==> src/hdl/nasa_pkg.sv <==
// Shared types and constants of the null-aware stream aggregator.
// Depends on nothing; the other files of the block but nasa_chk.sv refer to it by scoped names.
package nasa_pkg;

	typedef enum logic [2:0] {
		KIND_COUNT_ALL = 3'd0,
		KIND_COUNT_NN  = 3'd1,
		KIND_DISTINCT  = 3'd2,
		KIND_SUM       = 3'd3,
		KIND_MIN       = 3'd4,
		KIND_MAX       = 3'd5,
		KIND_AVG       = 3'd6
	} kind_t;

	typedef enum logic [2:0] {
		ST_IDLE,
		ST_ROW,
		ST_SCAN,
		ST_FIN,
		ST_DIV,
		ST_EMIT
	} state_t;

	// Requests from the sequencer to the distinct table.
	typedef struct packed {
		logic start;
		logic clear;
	} dist_ctrl_t;

	localparam int unsigned ValueW  = 32;
	localparam int unsigned ResultW = 64;

endpackage

==> src/hdl/nasa_div.sv <==
// Restoring divider, one quotient bit per cycle: 64-bit magnitude over 32-bit divisor.
// Depends on nasa_pkg for the widths.
module nasa_div (
	input  logic                             clk,
	input  logic                             arst_n,
	input  logic                             start,
	input  logic [nasa_pkg::ResultW-1:0]     dividend,
	input  logic [nasa_pkg::ValueW-1:0]      divisor,
	output logic                             done,
	output logic [nasa_pkg::ResultW-1:0]     quotient
);

	localparam int unsigned DW = nasa_pkg::ValueW;
	localparam int unsigned QW = nasa_pkg::ResultW;
	localparam int unsigned CW = $clog2(QW);

	logic [DW-1:0] rem_q;
	logic [DW-1:0] div_q;
	logic [QW-1:0] quo_q;
	logic [CW-1:0] cnt_q;
	logic          busy_q;
	logic          done_q;

	logic [DW:0]   trial;
	logic          fits;

	assign trial = {rem_q, quo_q[QW-1]};
	assign fits  = trial >= {1'b0, div_q};

	always_ff @(posedge clk) begin
		if (start) begin
			rem_q <= '0;
			div_q <= divisor;
			quo_q <= dividend;
		end else if (busy_q) begin
			rem_q <= fits ? DW'(trial - {1'b0, div_q}) : trial[DW-1:0];
			quo_q <= {quo_q[QW-2:0], fits};
		end
	end

	always_ff @(posedge clk or negedge arst_n) begin
		if (!arst_n) begin
			cnt_q  <= '0;
			busy_q <= 1'b0;
			done_q <= 1'b0;
		end else begin
			done_q <= 1'b0;
			if (start) begin
				cnt_q  <= '0;
				busy_q <= 1'b1;
			end else if (busy_q) begin
				cnt_q <= cnt_q + CW'(1);
				if (cnt_q == CW'(QW - 1)) begin
					busy_q <= 1'b0;
					done_q <= 1'b1;
				end
			end
		end
	end

	assign done     = done_q;
	assign quotient = quo_q;

endmodule

==> config.mk <==
export PLATFORM = sky130hd
export DESIGN_NAME = nasa_div
export DESIGN_NICKNAME = d
export VERILOG_FILES = /design/src/hdl/nasa_pkg.sv /design/src/hdl/nasa_div.sv
export SDC_FILE = /design/constraint.sdc
export NUM_CORES = 1
export LEC_CHECK = 0
export BUFFER_PORTS_ARGS = -buffer_cell sky130_fd_sc_hd__buf_2
export CELL_PAD_IN_SITES_DETAIL_PLACEMENT = 1
export CELL_PAD_IN_SITES_GLOBAL_PLACEMENT = 2
export CORE_MARGIN = 3
export CORE_UTILIZATION = 32
export CTS_CLUSTER_SIZE = 16
export DETAILED_ROUTE_END_ITERATION = 10
export GPL_TIMING_DRIVEN = 1
export HOLD_SLACK_MARGIN = 0.03
export PLACE_DENSITY = 0.87
export SLEW_MARGIN = 10
export SYNTH_ARGS = -nofsm -noshare
export SYNTH_HDL_FRONTEND = slang
export SYNTH_SLANG_ARGS = --single-unit
==> constraint.sdc <==
create_clock -name clk -period 3 [get_ports clk]
set_clock_uncertainty 0.1 [all_clocks]
set_input_delay 0.6 -clock clk [delete_from_list [all_inputs] [get_ports clk]]
set_output_delay 0.6 -clock clk [all_outputs]
set_load 0.02 [all_outputs]
==> flow_summary.toml, run 1 <==
[floorplanning]
coreArea_um2 = 21900
start_util = 0.327
die-height_um = 155
rows = 54
floorplan.io_pins = 164
die_width_um = 155
die-area_um2 = 24200

[yosys]
postSynthCellCount = 620
synth_top_area_cell = "edfxtp_1"
yosys_register_bits = 136
netlist_top_cells_area = "edfxtp_1, mux2_2, dfxtp_1"
post-synth-top-area-fraction = 0.403
synthesis.area_per_instance_um2 = 11.5
syn-num-nets = 753
async_reset_ff_frac = 0.0588
synth.yosys.seq_area_share = 0.521
mappedNetlistArea_um2 = 7150
synth_enable_flop_cells = 96
synth_ff_type = "edfxtp_1"
synth_cell_types = 54
synth-warning-count = 0

[finish]
instances_no_fill = 1115
final_layout_size_suffix_gt1_frac = 0.404
design.final.nets = 955
antenna_cells_inserted = 0
synthToLayoutAreaGrowth_pct = 31.6

[route]
avgRoutedWirePerCell_um = 18.7
final_routed_wirelength_um = 20800
drt_iter0_markers = 212
drc_errors = 0
vias_per_cell = 5.00
routed-via-count = 5572
drtAntennaViolNets = 0
detail_route.first_pass.iterations = 4

[timing]
setup_violations = 19
rsz0062_at_grt = "true"
final.period_utilization = 1.02
post-route-min-period_ns = 3.06
worstMarginPinSlew_ns = 0.613
clock.fmax_mhz = 327
slew_headroom = 0.588
timing.hold.ws_ns = 0.239
worst_slack_ns = -0.0585
timing_hold_violations_final = 0
maxSlewViolCount = 0

[clocking]
clock_insertion_delay_worst_skew_ns = 0.43
ctsRootBufferMaster = "clkbuf_16"
worst_setup_hold_path_clk_slew_ns = 0.07
cts.sinks = 136
cts_inserted_buffers = 17
cts.htree.levels = 4
tritoncts = "done"
ctsLongestPathBuffers = 2

[pwr]
switching_part_of_the_total = 0.288
p_int_mw = 3.59
cellLeakagePower_nw = 3.98
powerDensity_nw_per_um2 = 536
seqPwrFrac = 0.442
clkPwrFrac = 0.415
power.switching_mw = 1.45
pwr-share-comb = 0.143
worst_ir_drop_on_vdd_mv = 0.323

[outcome]
outcome = "complete, but fails checks"
failed_checks = "setup timing"

[worst_setup_path]
start_kind = "flip-flop"
cp.required_ns = 3.19
regToRegSetupSlack_ns = -0.06
critical_path_endpoint_category = "flip-flop"
endpoint = "rem_q[18]"
critPathKind = "reg -> reg"
worst_r2r_endpoint = "rem_q[18]"
cp.arrival_ns = 3.24
setup.worst_path.start = "div_q[1]"
max_fanout_on_critical_path = 5
reg2regPathDepth = 13
worst_r2r_startpoint = "div_q[1]"

[place]
placedCellCount = 1072
globalplace.congestion = 0.829
hpwl_um = 15100
buffer_ports.inserted = 163
detailedPlace.worstSlack_ns = -0.0223

[min_path]
worst_hold_path_type = "in -> reg"

[global_route]
grtUsageTotal = 0.171
number_of_antenna_violations_at_the_first_check_in_global_routing = 1
grt_overflow = 0
wire_length_of_the_first_global_routing_pass_um = 32400
first_global_vias = 6144
grt_start_max_net_pins = 65

[flow_run]
maxCapViolations = 0
[cell usage after synthesis (8+ instances only)]
cell type and n:
edfxtp_1 96, mux2_2 63, nand2_1 45, inv_1 40, nor2_1 39, ha_1 33, dfxtp_1 32, a21oi_1 26
mux2i_1 18, clkbuf_1 17, xnor2_1 17, nand3_1 16, xor2_1 15, a211oi_1 13, o21ai_1 13, a21o_1 12
o21ai_0 11, a31oi_1 8, dfrtp_1 8
[routing by layer]
| layer | part of all wire | track usage | wire length, um |
|---|---|---|---|
| met3 | 0.081 | 0.0712 | 1690 |
| met1 | 0.42 | 0.201 | 8660 |
| met4 | 0.016 | 0.0517 | 342 |
| met5 | 0.00034 | 0 | 7 |
| met2 | 0.49 | 0.287 | 10100 |
[power by group through the flow]
stage | logic (mW) | registers [mW] | clock network, mW
global route | 0.789 | 2.25 | 2.23
floorplan | 0.290 | 2.37 | 0
detailed placement | 0.696 | 2.27 | 0
CTS | 0.701 | 2.24 | 2.16
finish | 0.722 | 2.23 | 2.09
global placement | 0.683 | 2.27 | 0
[worst max-delay path: stages, from the launching register on]
cell and delay, ns:
edfxtp_1 0.36, inv_1 0.05, ha_1 0.35, nand2b_4 0.09, a21oi_4 0.15, o21ai_2 0.10, a2111o_1 0.48, a2111oi_4 0.37
nor2_2 0.12, a21oi_4 0.19, buf_6 0.14, clkbuf_16 0.15, mux2i_1 0.18, a211oi_1 0.09
[cell usage in the layout (no fill, tap or decap), types with 12 or more instances in the layout]
cell and instances:
xor2_1 15, xnor2_1 17, a211oi_1 12, nand2_1 45
mux2_2 63, buf_2 162, a21oi_1 25, clkbuf_16 19
inv_1 37, buf_4 39, edfxtp_1 96, nand3_1 16
dfxtp_1 32, ha_1 24, nor2_1 39, mux2i_1 16
[stage by stage]
stage | utilization | setup TNS, ns | cell area [um^2] | power (mW)
CTS | 0.416 | 0 | 9120 | 5.09
floorplan | - | 0 | 7150 | 2.66
finish | 0.430 | -0.551 | 9410 | 5.05
global placement | 0.388 | 0 | 8500 | 2.95
detailed placement | 0.388 | -0.0517 | 8500 | 2.97
global route | 0.430 | -5.37 | 9410 | 5.27
[worst min path at each step]
stage                    start  endpoint  slack [ns]  cells after the start
floorplan               arst_n    busy_q        0.20                      0
global placement      rem_q[7]  rem_q[7]        0.36                      2
detailed placement      arst_n      done        0.37                      1
CTS                 divisor[4]  div_q[4]        0.21                      1
global route        divisor[4]  div_q[4]        0.21                      1
finish              divisor[4]  div_q[4]        0.24                      1
[cell type report]
cell class | instances | area (um^2)
Clock buffer | 17 | 425
Multi-Input combinational cell | 415 | 3330
Timing Repair Buffer | 211 | 1280
Tap cell | 280 | 350
Sequential cell | 136 | 3720
Inverter | 41 | 155
Fill cell | 2457 | 12500
Clock inverter | 15 | 151
[state kept, by name (all words and copies together), names as in the netlist]
signal,flops
quotient,64
div_q,32
rem_q,32
cnt_q,6
busy_q,1
done,1
[logic make-up after synthesis]
family / after synthesis / share of synthesized area
xor gates and xnor gates: 32 / 0.0392
adders and majority gates: 34 / 0.0606
and+or+nand+nor: 140 / 0.0907
buffers and inverters: 69 / 0.0415
AOI/OAI and AO/OA: 128 / 0.123
muxes: 81 / 0.124
DFF: 136 / 0.521
[what timing repair did]
item                                   in CTS  in global routing
setup endpoints to repair                  13                 33
endpoints found under the hold margin       8                  0
setup buffers                               1                  6
pin swaps                                   0                 20
hold buffers                                1                  0
resized for setup                           3                 30
gates cloned                                0                  3
Power figures use the tool's default switching activity.
==> inputs of run 2 (changes only) <==
- CORE_MARGIN: 3 -> not set
==> flow_summary.toml, run 2 (synthesis results as in run 1) <==
[global_route]
grt_start_max_net_pins = 41
number_of_antenna_violations_at_the_first_check_in_global_routing = 1
first_global_vias = 6084
grtUsageTotal = 0.188
grt_overflow = 0
wire_length_of_the_first_global_routing_pass_um = 32500

[finish]
layout.core_utilization = 0.428
final_layout_size_suffix_gt1_frac = 0.406
area_of_combinational_cells_with_multiple_inputs_um2 = 3320
final-seq-area_um2 = 3720
nFillCells = 2454
layout.cells.most_common = "buf_2"
largest_reg_flops = 64
instances_no_fill = 1114
most-common-layout-cells = "buf_2, edfxtp_1, mux2_2"
design.final.nets = 953
layout.cell_area.non_filler_um2 = 9370
synthToLayoutAreaGrowth_pct = 31.1

[timing]
setup_violations = 7
maxSlewViolCount = 0
clock.fmax_mhz = 331
rsz0062_at_grt = "true"
post-route-min-period_ns = 3.03
timing_hold_violations_final = 0
worst_slack_ns = -0.0253
worstMarginPinSlew_ns = 0.500
slew_headroom = 0.667
timing.hold.ws_ns = 0.244
final.period_utilization = 1.01

[place]
placedCellCount = 1077
globalplace.congestion = 0.818
detailed_place.area_um2 = 8540
buffer_ports.inserted = 163
hpwl_um = 15200

[worst_setup_path]
critPathKind = "reg -> reg"
cp.required_ns = 3.19
cp.arrival_ns = 3.22
regToRegSetupSlack_ns = -0.03
start_kind = "flip-flop"
max_fanout_on_critical_path = 7
critical_path_endpoint_category = "flip-flop"

[clocking]
tritoncts = "done"
cts.sinks = 136
cts_inserted_buffers = 17
worst_setup_hold_path_clk_slew_ns = 0.07
ctsLongestPathBuffers = 2
ctsRootBufferMaster = "clkbuf_16"
clock_insertion_delay_worst_skew_ns = 0.43
cts.htree.levels = 4

[route]
routed-via-count = 5614
drtAntennaViolNets = 0
avgRoutedWirePerCell_um = 18.7
drt_iter0_markers = 262
final_routed_wirelength_um = 20900
vias_per_cell = 5.04
drc_errors = 0
detail_route.first_pass.iterations = 5

[floorplanning]
die_width_um = 151
coreArea_um2 = 21900
die-height_um = 151
floorplan.io_pins = 164
start_util = 0.327
die-area_um2 = 22900
rows = 54

[pwr]
cellLeakagePower_nw = 3.97
clkPwrFrac = 0.418
power.switching_mw = 1.41
worst_ir_drop_on_vdd_mv = 0.277
p_int_mw = 3.66
seqPwrFrac = 0.440
total_power_mw = 5.08
switching_part_of_the_total = 0.279
powerDensity_nw_per_um2 = 541
pwr-share-comb = 0.142

[outcome]
outcome = "complete, but fails checks"
failed_checks = "setup timing"

[flow_run]
maxCapViolations = 0

[min_path]
worst_hold_path_type = "in -> reg"
[run 2: layer usage]
metal	vias up	routed length [um]	part of all wire	GRT usage
li1	2701	-	-	-
met3	12	1470	0.070	0.0632
met4	0	168	0.0080	0.0540
met2	166	10400	0.50	0.327
met1	2735	8850	0.42	0.220
met5	-	0	0	0
[run 2: layout make-up]
class,count,share of cell area
antenna,1,0.000267
tap,280,0.0374
inverter,41,0.0166
multi-input combinational,415,0.354
sequential,136,0.397
timing repair buffer,209,0.131
clock inverter,14,0.0172
clock buffer,18,0.0458
[run 2: worst paths after layout]
path,cells after the start,endpoint,from
setup / recovery,12,rem_q[7],quotient[63]
hold / removal,1,div_q[26],divisor[26]
setup reg to reg,12,rem_q[7],quotient[63]
hold reg to reg,2,rem_q[2],rem_q[2]
max in group asynchronous,2,cnt_q[2],arst_n
min in group asynchronous,2,done,arst_n
[run 2: repair_timing]
item                                   4_1_cts  5_1_grt
gates cloned                                 2        0
gates resized for setup                     17       25
endpoints found under the hold margin        8        0
hold buffers                                 1        0
setup endpoints to repair                   28       32
setup buffers                                1        0
pin swaps                                    5        9
[run 2: worst max-delay path, cell delays in order, from the launching register on]
cell,delay [ns]
edfxtp_1,0.35
inv_1,0.05
ha_1,0.23
nand2b_1,0.19
a21oi_2,0.20
o21ai_1,0.14
a2111o_1,0.43
a2111oi_4,0.33
nor2_2,0.10
a21oi_4,0.25
buf_4,0.25
mux2i_1,0.20
o21ai_1,0.07
[run 2: per-stage QoR]
stage                     worst slack [ns]  setup TNS (ns)
after global placement              -0.123          -0.204
after CTS                          -0.0271         -0.0749
after floorplan                     0.0336               0
after global routing                -0.184           -3.62
after detailed placement            -0.153           -1.11
final                              -0.0253          -0.134
[run 2: power by group through the flow]
stage | registers (mW) | logic [mW] | clock network [mW]
6_report | 2.23 | 0.719 | 2.12
5_1_grt | 2.25 | 0.775 | 2.25
4_1_cts | 2.24 | 0.711 | 2.18
3_5_place_dp | 2.27 | 0.695 | 0
3_3_place_gp | 2.27 | 0.680 | 0
2_1_floorplan | 2.37 | 0.290 | 0
